==> src/rtl/core/lfp_pkg.sv <==
// Shared types and constants for the line follower proportional controller.
package lfp_pkg;

    localparam int SAMPLE_BITS_DEF = 12;

    localparam int THR_W   = 12;
    localparam int GAIN_W  = 16;
    localparam int SPEED_W = 16;
    localparam int CFG_W   = 16;
    localparam int CFG_IDX_W = 2;

    // error magnitude never exceeds 1000, so ten quotient bits cover it
    localparam int QUOT_BITS = 10;
    localparam int ERR_SCALE = 1000;

    // gain * 65535 / 256000 == gain * 13107 / (2^11 * 25)
    localparam int PROD_W = GAIN_W + QUOT_BITS;
    localparam logic [13:0] CORR_MUL = 14'd13107;
    localparam int CORR_SHIFT = 11;
    localparam int SCALED_W = 29;
    localparam logic [29:0] RECIP_25 = 30'd687194768;
    localparam int RECIP_SHIFT = 34;
    localparam int CORR_W = 25;

    localparam logic [SPEED_W-1:0] FULL_SCALE = 16'hFFFF;

    localparam logic [THR_W-1:0]   THRESHOLD_RST = 12'd2000;
    localparam logic [GAIN_W-1:0]  GAIN_RST      = 16'd128;
    localparam logic [SPEED_W-1:0] BASE_RST      = 16'd32768;

    typedef enum logic [CFG_IDX_W-1:0] {
        REG_LINE_THRESHOLD = 2'd0,
        REG_GAIN           = 2'd1,
        REG_BASE_SPEED     = 2'd2
    } cfg_reg_t;

    // side info traveling with a request down the pipe
    typedef struct packed {
        logic line;
        logic neg;
    } lfp_ctl_t;

endpackage

==> src/rtl/core/lfp_div_cell.sv <==
// One divider cell: resolves a single quotient bit and passes the remainder on.
module lfp_div_cell
    import lfp_pkg::*;
#(
    parameter int NUM_W = SAMPLE_BITS_DEF + QUOT_BITS,
    parameter int DEN_W = SAMPLE_BITS_DEF + 2,
    parameter int SHIFT = 0
)
(
    input  logic                 clk,
    input  logic                 rst_n,
    input  logic                 in_valid,
    output logic                 in_ready,
    input  lfp_ctl_t             in_ctl,
    input  logic [NUM_W-1:0]     in_rem,
    input  logic [DEN_W-1:0]     in_den,
    input  logic [QUOT_BITS-1:0] in_quot,
    output logic                 out_valid,
    input  logic                 out_ready,
    output lfp_ctl_t             out_ctl,
    output logic [NUM_W-1:0]     out_rem,
    output logic [DEN_W-1:0]     out_den,
    output logic [QUOT_BITS-1:0] out_quot
);

    localparam int CMP_W = NUM_W + 1;

    logic                 valid_reg;
    lfp_ctl_t             ctl_reg;
    logic [NUM_W-1:0]     rem_reg, rem_next;
    logic [DEN_W-1:0]     den_reg;
    logic [QUOT_BITS-1:0] quot_reg, quot_next;
    logic [CMP_W-1:0]     step;
    logic                 take;

    assign in_ready = !valid_reg || out_ready;

    always_comb
    begin
        step      = CMP_W'(in_den) << SHIFT;
        take      = {1'b0, in_rem} >= step;
        rem_next  = take ? (in_rem - step[NUM_W-1:0]) : in_rem;
        quot_next = in_quot | (QUOT_BITS'(take) << SHIFT);
    end

    always_ff @(posedge clk or negedge rst_n)
    begin
        if (!rst_n)
        begin
            valid_reg <= 1'b0;
        end
        else if (in_ready)
        begin
            valid_reg <= in_valid;
        end
    end

    always_ff @(posedge clk)
    begin
        if (in_ready && in_valid)
        begin
            ctl_reg  <= in_ctl;
            rem_reg  <= rem_next;
            den_reg  <= in_den;
            quot_reg <= quot_next;
        end
    end

    assign out_valid = valid_reg;
    assign out_ctl   = ctl_reg;
    assign out_rem   = rem_reg;
    assign out_den   = den_reg;
    assign out_quot  = quot_reg;

endmodule

==> config.mk <==
export PLATFORM = sky130hd
export DESIGN_NAME = lfp_div_cell
export DESIGN_NICKNAME = d
export VERILOG_FILES = /design/src/rtl/core/lfp_pkg.sv /design/src/rtl/core/lfp_div_cell.sv
export SDC_FILE = /design/constraint.sdc
export NUM_CORES = 1
export LEC_CHECK = 0
export ABC_AREA = 1
export BUFFER_PORTS_ARGS = -buffer_cell sky130_fd_sc_hd__buf_2
export CORE_MARGIN = 1
export CORE_UTILIZATION = 32
export CTS_CLUSTER_SIZE = 30
export DETAILED_ROUTE_END_ITERATION = 10
export MAX_ROUTING_LAYER = met4
export SYNTH_ARGS = -nofsm -noshare
export SYNTH_HDL_FRONTEND = slang
export SYNTH_SLANG_ARGS = --single-unit
==> constraint.sdc <==
create_clock -name clk -period 6.3 [get_ports clk]
set_input_delay 0.63 -clock clk [delete_from_list [all_inputs] [get_ports clk]]
set_output_delay 0.63 -clock clk [all_outputs]
set_load 0.05 [all_outputs]
==> flow_metrics.py <==
metrics = {
    "status": {
        "outcome": "complete, no violations",
    },
    "logic_synthesis": {
        "ys_seq_area_share_pct": 45.1,
        "netlist_area_um2": 3250,
        "yosys_warnings": 0,
        "muxShareOfSynthArea_pct": 0,
        "async_flop_share_pct": 2.04,
        "postSynthAreaPerCell_um2": 8.68,
        "synth_top_family_by_area": "simple AND/OR/NAND/NOR gates",
        "syn-num-nets": 441,
        "synth_compound_area_share_pct": 6.55,
        "yosys.area_share.simple_pct": 30.4,
        "synth_top_area_share_pct": 44.4,
        "synth.largest_area_cell": "edfxtp_1",
        "synth_ff_type": "edfxtp_1",
        "synthCells": 374,
        "synth.distinct_cells": 30,
        "synth_edf_count": 48,
        "synthTopCellsByArea": "edfxtp_1 (44%), nand2_1 (13%), inv_1 (7.7%)",
        "ys_ff_latch": 49,
        "synth_xor_area_share_pct": 2.16,
        "synthAdderAreaFrac_pct": 6.01,
    },
    "route": {
        "num_vias": 2666,
        "wire_per_inst_um": 12.4,
        "drtIter0Drc": 110,
        "avgViaCountPerCell": 4.34,
        "drtPass1Iterations": 4,
        "drc": 0,
        "finalWirelength_um": 7640,
        "ant_nets": 0,
    },
    "timing": {
        "finalClockSkew_ps": 9.68,
        "max_freq_ghz": 0.417,
        "hold_viol": 0,
        "tns_ps": 0,
        "max_slew_margin_pct": 52.4,
        "finalCritPeriodShare_pct": 38.1,
        "worst_slack_ps": 3900,
        "slew_viol_final": 0,
        "worst_pin_slew_ps": 715,
        "grt_setup_unrepaired": "no",
        "fin_crit_ps": 2400,
        "setup_violations": 0,
    },
    "clocking": {
        "root_buffer": "clkbuf_8",
        "clock_latency_ps": 310,
        "cts_buffers": 5,
        "cts_buffer_depth": 2,
        "cts_hold_buf": 0,
        "h-tree-depth": 2,
        "cts.clk_slew.worst_paths_ps": 90,
        "ctsResizeCount": 0,
        "cts_post_setup_buffers_inserted": 0,
        "numClockSinks": 49,
        "cts_tree": "built",
    },
    "run": {
        "maxCapViolations": 0,
    },
    "critical_path": {
        "cp-end-kind": "flip-flop",
        "max_stage_delay_ps": 550,
        "cpMostUsedCell": "nand2_1",
        "cp.required_ps": 6350,
        "crit_arrival_ps": 2440,
        "crit_type": "in2reg",
        "crit_fanout": 31,
        "worstPathCellList": "buf_2 > ha_1 > nand2_1 > nand2_1 > a21oi_2 > nand2_2 > nand2_4 > nand3_4 > nor2_8 > o21ai_2",
        "critPathSlowestCell": "nor2_8",
        "cp-start-kind": "primary input",
    },
    "cells_and_area": {
        "utilization_pct": 40.4,
        "diodes": 0,
        "fillCellCount": 1058,
        "multiInputGateArea_um2": 1480,
        "layout_commonest_cell": "nand2_1",
        "drive_gt1_share_pct": 33.9,
        "regArea_um2": 1470,
        "layout_common_cells": "nand2_1 (111), buf_2 (101), inv_1 (67)",
        "nets": 547,
        "areaGrowthSynthToFinish_pct": 22.2,
    },
    "pwr": {
        "irDropWorstVdd_uv": 77.9,
        "p_leak_nw": 1.93,
        "powerDensity_nw_per_um2": 216,
    },
    "die": {
        "io_pins": 102,
        "die_area_um2": 10600,
        "initial_utilization_pct": 33.1,
        "die_y_um": 103,
        "die_w_um": 103,
        "row_count": 36,
        "core_um2": 9820,
    },
    "placement": {
        "gp_congestion": 0.852,
        "dp.final_hpwl_um": 6110,
        "pre_cts_slack_ps": 3540,
        "io_buffer_count": 101,
    },
    "global_route": {
        "grt_first_pass_wirelength_um": 12300,
        "grt_pass1_vias": 2590,
        "grt_usage_pct": 15.6,
        "antenna_found_initial": 0,
        "grt_max_degree": 49,
        "grt_overflow": 0,
    },
    "hold_path": {
        "worstHoldPathType": "in2async",
    },
}
==> cell usage after synthesis, drive strengths merged, types with 2 or more instances <==
master / n
nand4: 7
a21oi: 17
buf: 3
edfxtp: 48
nand2: 135
xor2: 2
ha: 14
xnor2: 6
inv: 68
o21ai: 12
nor2: 32
nand3: 23
==> stage by stage <==
stage               hold slack, ps  power (mW)  instance area (um^2)  cells
floorplan                      334       0.601                  3250    374
global placement               405       0.670                  3880    606
detailed placement             406       0.672                  3880    606
CTS                           64.5       0.870                  3970    614
global route                  55.2       0.908                  3970    614
finish                        75.5       0.857                  3970    614
==> report_power, final <==
group | switching (mW) | internal (mW)
clock | 0.116 | 0.0791
combinational | 0.191 | 0.0780
sequential | 0.00527 | 0.389
==> flip-flops by register name, summed over array words and instances, names as in the netlist <==
register and cells:
out_ctl 2, out_valid 1, out_quot 10, out_rem 22, out_den 14
==> final timing paths <==
check | start | to | slack [ps] | cells after the start
min in group clk | in_ctl[1] | out_ctl[1]$_DFFE_PP_ | 490 | 1
max reg2reg | out_valid$_DFFE_PN0N_ | out_rem[13]$_DFFE_PP_ | 4820 | 2
min reg2reg | out_valid$_DFFE_PN0N_ | out_valid$_DFFE_PN0N_ | 590 | 2
max in group asynchronous | rst_n | out_valid$_DFFE_PN0N_ | 6140 | 1
max | in_rem[3] | out_rem[8]$_DFFE_PP_ | 3900 | 10
min | rst_n | out_valid$_DFFE_PN0N_ | 80 | 1
==> cell families after synthesis <==
logic type	count (synthesis)
compound gates	29
flops	49
fa+ha+maj	15
simple gates	202
xor+xnor	8
buf+inv	71
==> critical path: cells and delay by family <==
family / cells / cell delay [ps]
buffers and inverters: 1 / 110
adders and majority gates: 1 / 380
AOI/OAI and AO/OA: 2 / 220
and+or+nand+nor: 6 / 1070
==> layer usage <==
metal  GRT usage (%)  routed length [um]  up-vias  share of wire (%)
met4            4.23                 121        0                1.6
met1            20.1                3630     1190                 48
li1                -                   -     1405                  -
met2            25.8                3550       64                 46
met5               -                   0        -                  0
met3            2.31                 339        7                4.4
==> cell type report <==
| type | instances | area share [%] |
|---|---|---|
| inverter | 68 | 6.43 |
| sequential | 49 | 36.9 |
| clock inverter | 3 | 0.536 |
| tap | 133 | 4.19 |
| multi-input combinational | 254 | 37.2 |
| clock buffer | 5 | 1.73 |
| timing repair buffer | 102 | 12.9 |
No activity file was read; power rests on OpenSTA's default activity.
