`src/rtl/core/lfp_pkg.sv`:
```
// Shared types and constants for the line follower proportional controller.
package lfp_pkg;

    localparam int SAMPLE_BITS_DEF = 12;

    localparam int THR_W   = 12;
    localparam int GAIN_W  = 16;
    localparam int SPEED_W = 16;
    localparam int CFG_W   = 16;
    localparam int CFG_IDX_W = 2;

    // error magnitude never exceeds 1000, so ten quotient bits cover it
    localparam int QUOT_BITS = 10;
    localparam int ERR_SCALE = 1000;

    // gain * 65535 / 256000 == gain * 13107 / (2^11 * 25)
    localparam int PROD_W = GAIN_W + QUOT_BITS;
    localparam logic [13:0] CORR_MUL = 14'd13107;
    localparam int CORR_SHIFT = 11;
    localparam int SCALED_W = 29;
    localparam logic [29:0] RECIP_25 = 30'd687194768;
    localparam int RECIP_SHIFT = 34;
    localparam int CORR_W = 25;

    localparam logic [SPEED_W-1:0] FULL_SCALE = 16'hFFFF;

    localparam logic [THR_W-1:0]   THRESHOLD_RST = 12'd2000;
    localparam logic [GAIN_W-1:0]  GAIN_RST      = 16'd128;
    localparam logic [SPEED_W-1:0] BASE_RST      = 16'd32768;

    typedef enum logic [CFG_IDX_W-1:0] {
        REG_LINE_THRESHOLD = 2'd0,
        REG_GAIN           = 2'd1,
        REG_BASE_SPEED     = 2'd2
    } cfg_reg_t;

    // side info traveling with a request down the pipe
    typedef struct packed {
        logic line;
        logic neg;
    } lfp_ctl_t;

endpackage

```
`src/rtl/core/lfp_front.sv`:
```
// Input stage: line detect, sample sum and scaled error magnitude.
module lfp_front
    import lfp_pkg::*;
#(
    parameter int SAMPLE_BITS = SAMPLE_BITS_DEF,
    parameter int NUM_W = SAMPLE_BITS + QUOT_BITS,
    parameter int DEN_W = SAMPLE_BITS + 2
)
(
    input  logic                   clk,
    input  logic                   rst_n,
    input  logic                   in_valid,
    output logic                   in_ready,
    input  logic [SAMPLE_BITS-1:0] left_sample,
    input  logic [SAMPLE_BITS-1:0] middle_sample,
    input  logic [SAMPLE_BITS-1:0] right_sample,
    input  logic [THR_W-1:0]       threshold,
    output logic                   out_valid,
    input  logic                   out_ready,
    output lfp_ctl_t               out_ctl,
    output logic [NUM_W-1:0]       out_num,
    output logic [DEN_W-1:0]       out_den
);

    localparam int CMP_W = (SAMPLE_BITS > THR_W) ? SAMPLE_BITS : THR_W;

    logic                   valid_reg;
    lfp_ctl_t               ctl_reg, ctl_next;
    logic [NUM_W-1:0]       num_reg, num_next;
    logic [DEN_W-1:0]       den_reg, den_next;
    logic                   found;
    logic [SAMPLE_BITS-1:0] mag;

    assign in_ready = !valid_reg || out_ready;

    always_comb
    begin
        found = (CMP_W'(left_sample) > CMP_W'(threshold))
             || (CMP_W'(middle_sample) > CMP_W'(threshold))
             || (CMP_W'(right_sample) > CMP_W'(threshold));
        den_next = DEN_W'(left_sample) + DEN_W'(middle_sample) + DEN_W'(right_sample);
        ctl_next.neg  = right_sample < left_sample;
        ctl_next.line = found && (den_next != '0);
        mag = ctl_next.neg ? (left_sample - right_sample) : (right_sample - left_sample);
        num_next = NUM_W'(mag) * NUM_W'(ERR_SCALE);
    end

    always_ff @(posedge clk or negedge rst_n)
    begin
        if (!rst_n)
        begin
            valid_reg <= 1'b0;
        end
        else if (in_ready)
        begin
            valid_reg <= in_valid;
        end
    end

    always_ff @(posedge clk)
    begin
        if (in_ready && in_valid)
        begin
            ctl_reg <= ctl_next;
            num_reg <= num_next;
            den_reg <= den_next;
        end
    end

    assign out_valid = valid_reg;
    assign out_ctl   = ctl_reg;
    assign out_num   = num_reg;
    assign out_den   = den_reg;

endmodule

```
`config.mk`:
```
export PLATFORM = sky130hd
export DESIGN_NAME = lfp_front
export DESIGN_NICKNAME = d
export VERILOG_FILES = /design/src/rtl/core/lfp_pkg.sv /design/src/rtl/core/lfp_front.sv
export SDC_FILE = /design/constraint.sdc
export NUM_CORES = 1
export LEC_CHECK = 0
export BUFFER_PORTS_ARGS = -buffer_cell sky130_fd_sc_hd__buf_4
export CAP_MARGIN = 25
export CORE_ASPECT_RATIO = 1.2
export CORE_MARGIN = 2
export CORE_UTILIZATION = 45
export DETAILED_ROUTE_END_ITERATION = 8
export GPL_TIMING_DRIVEN = 1
export PLACE_DENSITY = 0.64
export SLEW_MARGIN = 20
export SYNTH_ARGS = -nofsm -noshare
export SYNTH_HDL_FRONTEND = slang
export SYNTH_SLANG_ARGS = --single-unit
export TNS_END_PERCENT = 50
```
`constraint.sdc`:
```
create_clock -name clk -period 5.24 [get_ports clk]
set_input_delay 0 -clock clk [delete_from_list [all_inputs] [get_ports clk]]
set_output_delay 0 -clock clk [all_outputs]
set_load 0.05 [all_outputs]
```
==> results.cfg, run 1 <==
[worst_setup_path]
cpLargestDelayFamily = adder cells
worstPathRequired_ns = 5.38
crit_path_end_kind = flip-flop
r2r_cells = 2
crit_buf_inv = 6
r2r_slack_ns = 3.62
critPathMaxFanout = 7
r2r-end = out_den[12]
startpoint_type = input port
critPathMaxStageDelay_ns = 0.51
cp_slowest_cell = fa_1
critical_path_class = input port to flip-flop
cp.arrival_ns = 5.58
r2r-start = out_valid
path_common_cell = fa_1

[route]
vias = 5066
drc = 0
drt_iter0_drc = 150
wl_um = 14500
antenna_left = 0
firstDrtPassIters = 4
wl_per_cell_um = 14.5
avgViaCountPerCell = 5.07

[timing]
drv_slew = 0
maxClockFrequency_mhz = 184
period_share = 1.04
rsz0062_at_grt = yes
finalWorstSetupSlack_ns = -0.194
slew_headroom = 0.422
finClkSkew_ns = 0.00463
setup_violations = 4
tightest_slew_ns = 0.866
hold_viol = 0
min_period_ns = 5.43

[clock_network]
clock_latency_ns = 0.28
cts_tree = built
cts_buffers = 5
clk_pin_slew_ns = 0.06
cts.sinks = 36
clk_path_buf_depth = 2
clockRootBuffer = clkbuf_16
cts_max_level = 2

[global_route]
grt_max_degree = 36
grt_first_pass_wirelength_um = 24600
antenna_found_initial = 0
grt_overflow = 0
grt_pass1_vias = 5613
grtUsageTotal = 0.219

[status]
violations = setup timing
status = finished, violations left

[logic_synthesis]
synth_seq_cells = 36
yosys.area.top_type = ha_1
async_reset_ff_frac = 0.0278
ys_types = 61
synth_area_leaders = ha_1 (24%), edfxtp_1 (18%), fa_1 (17%)
syn_inst = 603
yosysWarningCount = 0
synth-edff-count = 35
synth_top_area_frac = 0.241
seq_area_frac_synth = 0.182
synth_area_um2 = 5910
ys.flop_type = edfxtp_1
syn_area_per_cell_um2 = 9.80

[min_path]
hold_class = input port to async pin

[placement]
dp_hpwl_um = 12600
gp_congestion = 0.879
port_buffers = 88

[layout]
antenna_cells = 0
final_nets = 1051
drive_gt1_frac = 0.361
utilization = 0.656
syn_to_final_growth_pct = 41.2

[floorplanning]
die_h_um = 130
die_w_um = 109
dieArea_um2 = 14100
start_util = 0.465
rows = 45
coreArea_um2 = 12700
io_pins = 92

[flow_run]
maxCapViolations = 0
==> worst max path at each step <==
stage                         start           to  slack (ns)  cells past startpoint
floorplan            left_sample[4]  out_num[20]       -0.35                     27
global placement    right_sample[0]  out_num[20]       -0.58                     24
detailed placement  right_sample[0]  out_num[20]       -0.77                     26
CTS                 right_sample[0]  out_num[20]       -0.25                     28
global route        right_sample[0]  out_num[20]       -0.45                     26
finish              right_sample[0]  out_num[20]       -0.19                     26
==> sequential cells by signal, indices dropped and copies added (netlist names) <==
name / count
out_ctl: 2
out_valid: 1
out_num: 19
out_den: 14
==> layer usage <==
| metal | vias to the layer above | wire, µm | global-route usage |
|---|---|---|---|
| li1 | 2556 | - | - |
| met1 | 2388 | 5490 | 0.228 |
| met2 | 91 | 8120 | 0.436 |
| met3 | 31 | 374 | 0.0282 |
| met4 | 0 | 480 | 0.0867 |
| met5 | - | 0 | 0 |
==> cell families after synthesis <==
kind of cell / count (synthesis) / synth area share
xor+xnor: 45 / 0.0692
compound gates: 135 / 0.157
other cells: 1 / 0.000634
buf+inv: 119 / 0.0785
fa+ha+maj: 164 / 0.411
flops: 36 / 0.182
mux: 9 / 0.0165
simple gates: 94 / 0.0851
==> cells in the final DEF, fill, tap and decap left out, types with 9 or more instances in the layout <==
cell type and instances:
a21o_1 27, a21oi_1 29, buf_4 223, edfxtp_1 35, fa_1 48, ha_1 111
inv_1 104, nand2_1 14, nand3_1 9, nand4_1 13, nor2_1 15, o21ai_0 14
xnor2_1 22, xor2_1 10
==> metrics by stage <==
stage / hold WS, ns / worst slack (ns) / cell area (µm²) / std cells / setup TNS, ns
6_report: 0.0227 / -0.194 / 8350 / 1000 / -0.545
5_1_grt: 0.0430 / -0.450 / 8350 / 1000 / -2.01
4_1_cts: 0.00592 / -0.247 / 8300 / 998 / -0.659
3_5_place_dp: -0.224 / -0.771 / 7820 / 971 / -4.70
3_3_place_gp: -0.225 / -0.580 / 7820 / 971 / -3.23
2_1_floorplan: -0.296 / -0.354 / 6090 / 605 / -0.501
==> area by class of cell <==
class / count / area (µm²)
multi-input combinational: 450 / 4680
fill: 1064 / 4380
timing repair buffer: 233 / 1790
sequential: 36 / 1080
inverter: 109 / 422
tap: 164 / 205
clock buffer: 5 / 125
clock inverter: 3 / 42.5
==> synthesized netlist by cell type, types with 2 or more instances <==
| cell | count |
|---|---|
| a211oi_1 | 4 |
| nor2_1 | 16 |
| nand3b_1 | 2 |
| a31oi_1 | 5 |
| nor3_1 | 9 |
| nand3_1 | 10 |
| mux2_2 | 3 |
| o211ai_1 | 5 |
| o21bai_1 | 4 |
| or4_1 | 3 |
| buf_4 | 3 |
| nor4_1 | 3 |
| a21o_1 | 27 |
| inv_1 | 109 |
| edfxtp_1 | 35 |
| mux2i_1 | 5 |
| o21ai_0 | 18 |
| xor2_1 | 13 |
| clkbuf_1 | 2 |
| a31o_2 | 4 |
| a21oi_1 | 36 |
| and3_1 | 2 |
| nor2b_1 | 3 |
| buf_2 | 5 |
| fa_1 | 50 |
| xnor2_1 | 30 |
| nand2b_1 | 7 |
| and2_1 | 4 |
| a2111o_1 | 2 |
| o221a_2 | 2 |
| o31ai_1 | 3 |
| nand4_1 | 13 |
| or3_1 | 4 |
| o21a_1 | 8 |
| ha_1 | 114 |
| nand2_1 | 15 |
==> timing repair <==
item	4_1_cts	5_1_grt
buffers inserted	17	2
hold endpoints to repair	2	0
endpoints found under the setup margin	7	10
hold buffers	2	0
resized for setup	33	8
pin swaps	27	13
Power of run 1 is not shown: default switching activity piles up to over one toggle a cycle in this logic, so the estimate is an artifact.
==> inputs of run 2 (changes only) <==
Settings changed: BUFFER_PORTS_ARGS -buffer_cell sky130_fd_sc_hd__buf_4 to -buffer_cell sky130_fd_sc_hd__buf_2, CTS_CLUSTER_DIAMETER set to 40.
==> results.cfg, run 2 (synthesis gave the netlist of run 1 again) <==
[worst_setup_path]
critical_path_class = input port to flip-flop
cp.arrival_ns = 5.59
crit_path_end_kind = flip-flop
cpLargestDelayFamily = adder cells
critPathMaxFanout = 8
worstPathRequired_ns = 5.39
path_common_cell = fa_1
critPathMaxStageDelay_ns = 0.55
cp_slowest_cell = fa_1
crit_buf_inv = 6
startpoint_type = input port

[layout]
ff_latch_area_um2 = 1080
final_nets = 1054
largest_reg_flops = 19
fillCellCount = 1087
drive_gt1_frac = 0.362
final_common_cell = buf_4
final_cell_mix = buf_4 (141), ha_1 (109), inv_1 (105)
syn_to_final_growth_pct = 38.3
antenna_cells = 0
multiInputGateArea_um2 = 4700

[global_route]
grt_first_pass_wirelength_um = 23800
use_met1 = 0.224
grtUsageMet2 = 0.422
grtUsageTotal = 0.215
met3_usage = 0.0317
grt_overflow = 0
grt_pass1_vias = 5470
antenna_found_initial = 0
busiest_layer = met2
grt_max_degree = 36

[clock_network]
clk_pin_slew_ns = 0.06
clockRootBuffer = clkbuf_16
clock_latency_ns = 0.29
cts_tree = built
cts_buffers = 5
clk_path_buf_depth = 2
cts.sinks = 36
cts_max_level = 2

[route]
wl_per_cell_um = 14.4
wl_um = 14400
avgViaCountPerCell = 5.12
antenna_left = 0
drc = 0
firstDrtPassIters = 4
vias = 5139
drt_iter0_drc = 169

[floorplanning]
dieArea_um2 = 14100
rows = 45
coreArea_um2 = 12700
die_h_um = 130
start_util = 0.465
die_w_um = 109
io_pins = 92

[timing]
drv_slew = 0
hold_viol = 0
rsz0062_at_grt = yes
tightest_slew_ns = 0.863
period_share = 1.04
finClkSkew_ns = 0.00749
setup_violations = 3
finalWorstSetupSlack_ns = -0.196
hold-worst-slack_ns = 0.0110
maxClockFrequency_mhz = 184
slew_headroom = 0.425
min_period_ns = 5.44

[placement]
port_buffers = 88
gp_congestion = 0.852
dp_hpwl_um = 12400
dpl_worst_slack_ns = -0.716

[status]
status = finished, violations left
violations = setup timing

[flow_run]
maxCapViolations = 0

[min_path]
hold_class = input port to async pin
run 2: changes by cell type in the layout (fill, tap and decap cells not counted), sizes merged:
| cell | previous run | this run |
|---|---|---|
| dlygate4sd3 | 2 | 3 |
| buf | 231 | 233 |
run 2: area by class of cell:
type / instances / area share
clock inverters: 3 / 0.00520
clock buffers: 5 / 0.0153
flip-flops and latches: 36 / 0.132
repair buffers: 236 / 0.196
inverters: 109 / 0.0516
multi-input cells: 450 / 0.575
well taps: 164 / 0.0251
run 2: per-layer routing:
| layer | share of wire | up-vias |
|---|---|---|
| li1 | - | 2575 |
| met1 | 0.39 | 2431 |
| met2 | 0.55 | 101 |
| met3 | 0.032 | 32 |
| met4 | 0.036 | 0 |
| met5 | 0 | - |
run 2: path summary, 6_finish.rpt:
path	start	endpoint	slack, ns	cells after the start
max reg2reg	out_valid	out_den[13]	3.64	2
max in group asynchronous	rst_n	out_valid	5.15	2
min	rst_n	out_valid	0.01	2
max	right_sample[0]	out_num[20]	-0.20	26
min reg2reg	out_valid	out_valid	1.09	3
min in group clk	middle_sample[0]	out_den[0]	0.12	2
run 2: what timing repair did:
item	4_1_cts	5_1_grt
pin swaps	30	10
setup buffers	18	1
resized for setup	26	14
hold endpoints to repair	2	0
hold buffers	3	0
setup endpoints to repair	7	10
run 2: through the flow:
stage / setup TNS, ns / area (µm²) / std cells / utilization
2_1_floorplan: -0.501 / 6090 / 605 / -
3_3_place_gp: -3.30 / 7610 / 973 / 0.598
3_5_place_dp: -4.39 / 7610 / 973 / 0.598
4_1_cts: -0.289 / 8090 / 1002 / 0.635
5_1_grt: -1.64 / 8180 / 1003 / 0.643
6_report: -0.327 / 8180 / 1003 / 0.643
Power of run 2 is left out for the same reason.
==> inputs of run 3 (changes only) <==
Settings changed: CORE_MARGIN 2 to unset, PLACE_DENSITY 0.64 to 0.68, SETUP_SLACK_MARGIN set to 0.4.
==> results.cfg, run 3 (synthesis gave the netlist of run 1 again) <==
[status]
status = finished, violations left
violations = setup timing

[route]
wl_per_cell_um = 14.8
avgViaCountPerCell = 5.17
wl_um = 14700
drt_iter0_drc = 162
antenna_left = 0
vias = 5145
drc = 0
firstDrtPassIters = 5

[placement]
gp_congestion = 0.934
port_buffers = 88
dp_hpwl_um = 11900

[layout]
drive_gt1_frac = 0.365
utilization = 0.639
largest_reg_flops = 19
fillCellCount = 1011
final_nets = 1047
antenna_cells = 0
ff_latch_area_um2 = 1080
final_cell_mix = buf_4 (132), ha_1 (108), inv_1 (103)
multiInputGateArea_um2 = 4730
final_common_cell = buf_4
syn_to_final_growth_pct = 37.6

[timing]
finalWorstSetupSlack_ns = -0.346
min_period_ns = 5.59
finClkSkew_ns = 0.00432
maxClockFrequency_mhz = 179
hold_viol = 0
drv_slew = 0
rsz0062_at_grt = yes
setup_violations = 7
period_share = 1.07

[worst_setup_path]
path_common_cell = fa_1
crit_path_end_kind = flip-flop
cpLargestDelayFamily = adder cells
critPathMaxStageDelay_ns = 0.57
worstPathRequired_ns = 5.39
critPathMaxFanout = 8
critical_path_class = input port to flip-flop
startpoint_type = input port
cp_slowest_cell = fa_1
cp.arrival_ns = 5.74
crit_buf_inv = 6

[clock_network]
clk_pin_slew_ns = 0.06
clk_path_buf_depth = 2
clock_latency_ns = 0.29
cts.sinks = 36
cts_tree = built
clockRootBuffer = clkbuf_16
cts_buffers = 5
cts_max_level = 2

[global_route]
grt_pass1_vias = 5426
antenna_found_initial = 0
grt_max_degree = 36
grt_overflow = 0
grt_first_pass_wirelength_um = 24000
grtUsageTotal = 0.221

[floorplanning]
die_h_um = 128
rows = 45
die_w_um = 107
io_pins = 92
start_util = 0.465
dieArea_um2 = 13600
coreArea_um2 = 12700

[flow_run]
maxCapViolations = 0

[min_path]
hold_class = input port to async pin
run 3: changes by cell type in the layout (fill, tap and decap cells not counted), moves of 3 or more:
cell	delta
a21oi_1	-3
buf_4	-9
buf_6	+3
xor2_2	+4
xor2_4	-3
run 3: final cells by class:
cell class | count | area share
clock buffer | 7 | 0.0175
clock inverter | 1 | 0.000923
inverter | 109 | 0.0519
multi-input combinational | 450 | 0.582
sequential | 36 | 0.132
tap | 164 | 0.0252
timing repair buffer | 229 | 0.190
run 3: path summary, 6_finish.rpt:
check,startpoint,to,slack [ns],depth (start not counted)
max,right_sample[0],out_num[20],-0.35,25
min,rst_n,out_valid,0.005,2
max in group asynchronous,rst_n,out_valid,5.15,2
min in group clk,out_ready,out_valid,0.01,3
max reg2reg,out_valid,out_num[18],3.85,3
min reg2reg,out_valid,out_valid,0.55,2
run 3: repair_timing:
item                                    in CTS  in global routing
hold endpoints to repair                     2                  0
pin swaps                                   32                 20
hold buffers                                 2                  0
gates resized for setup                     28                 19
cloned                                       0                  0
buffers inserted                            10                  7
endpoints found under the setup margin      11                 11
run 3: routing by layer:
metal  vias up  GRT usage  part of all wire
met2       108      0.416              0.54
met4         0     0.0911             0.027
met5         -          0                 0
met3        30     0.0281             0.028
li1       2556          -                 -
met1      2451      0.247              0.40
run 3: through the flow:
step | setup WS (ns) | setup TNS, ns | hold slack [ns] | cell area [µm²] | instances
5_1_grt | -0.589 | -3.13 | 0.0168 | 8130 | 996
2_1_floorplan | -0.354 | -0.501 | -0.296 | 6090 | 605
6_report | -0.346 | -1.46 | 0.00507 | 8130 | 996
3_3_place_gp | -0.586 | -3.29 | -0.225 | 7580 | 969
3_5_place_dp | -0.728 | -4.46 | -0.220 | 7580 | 969
4_1_cts | -0.286 | -0.972 | 0.00496 | 7970 | 989
Power of run 3 is left out for the same reason.
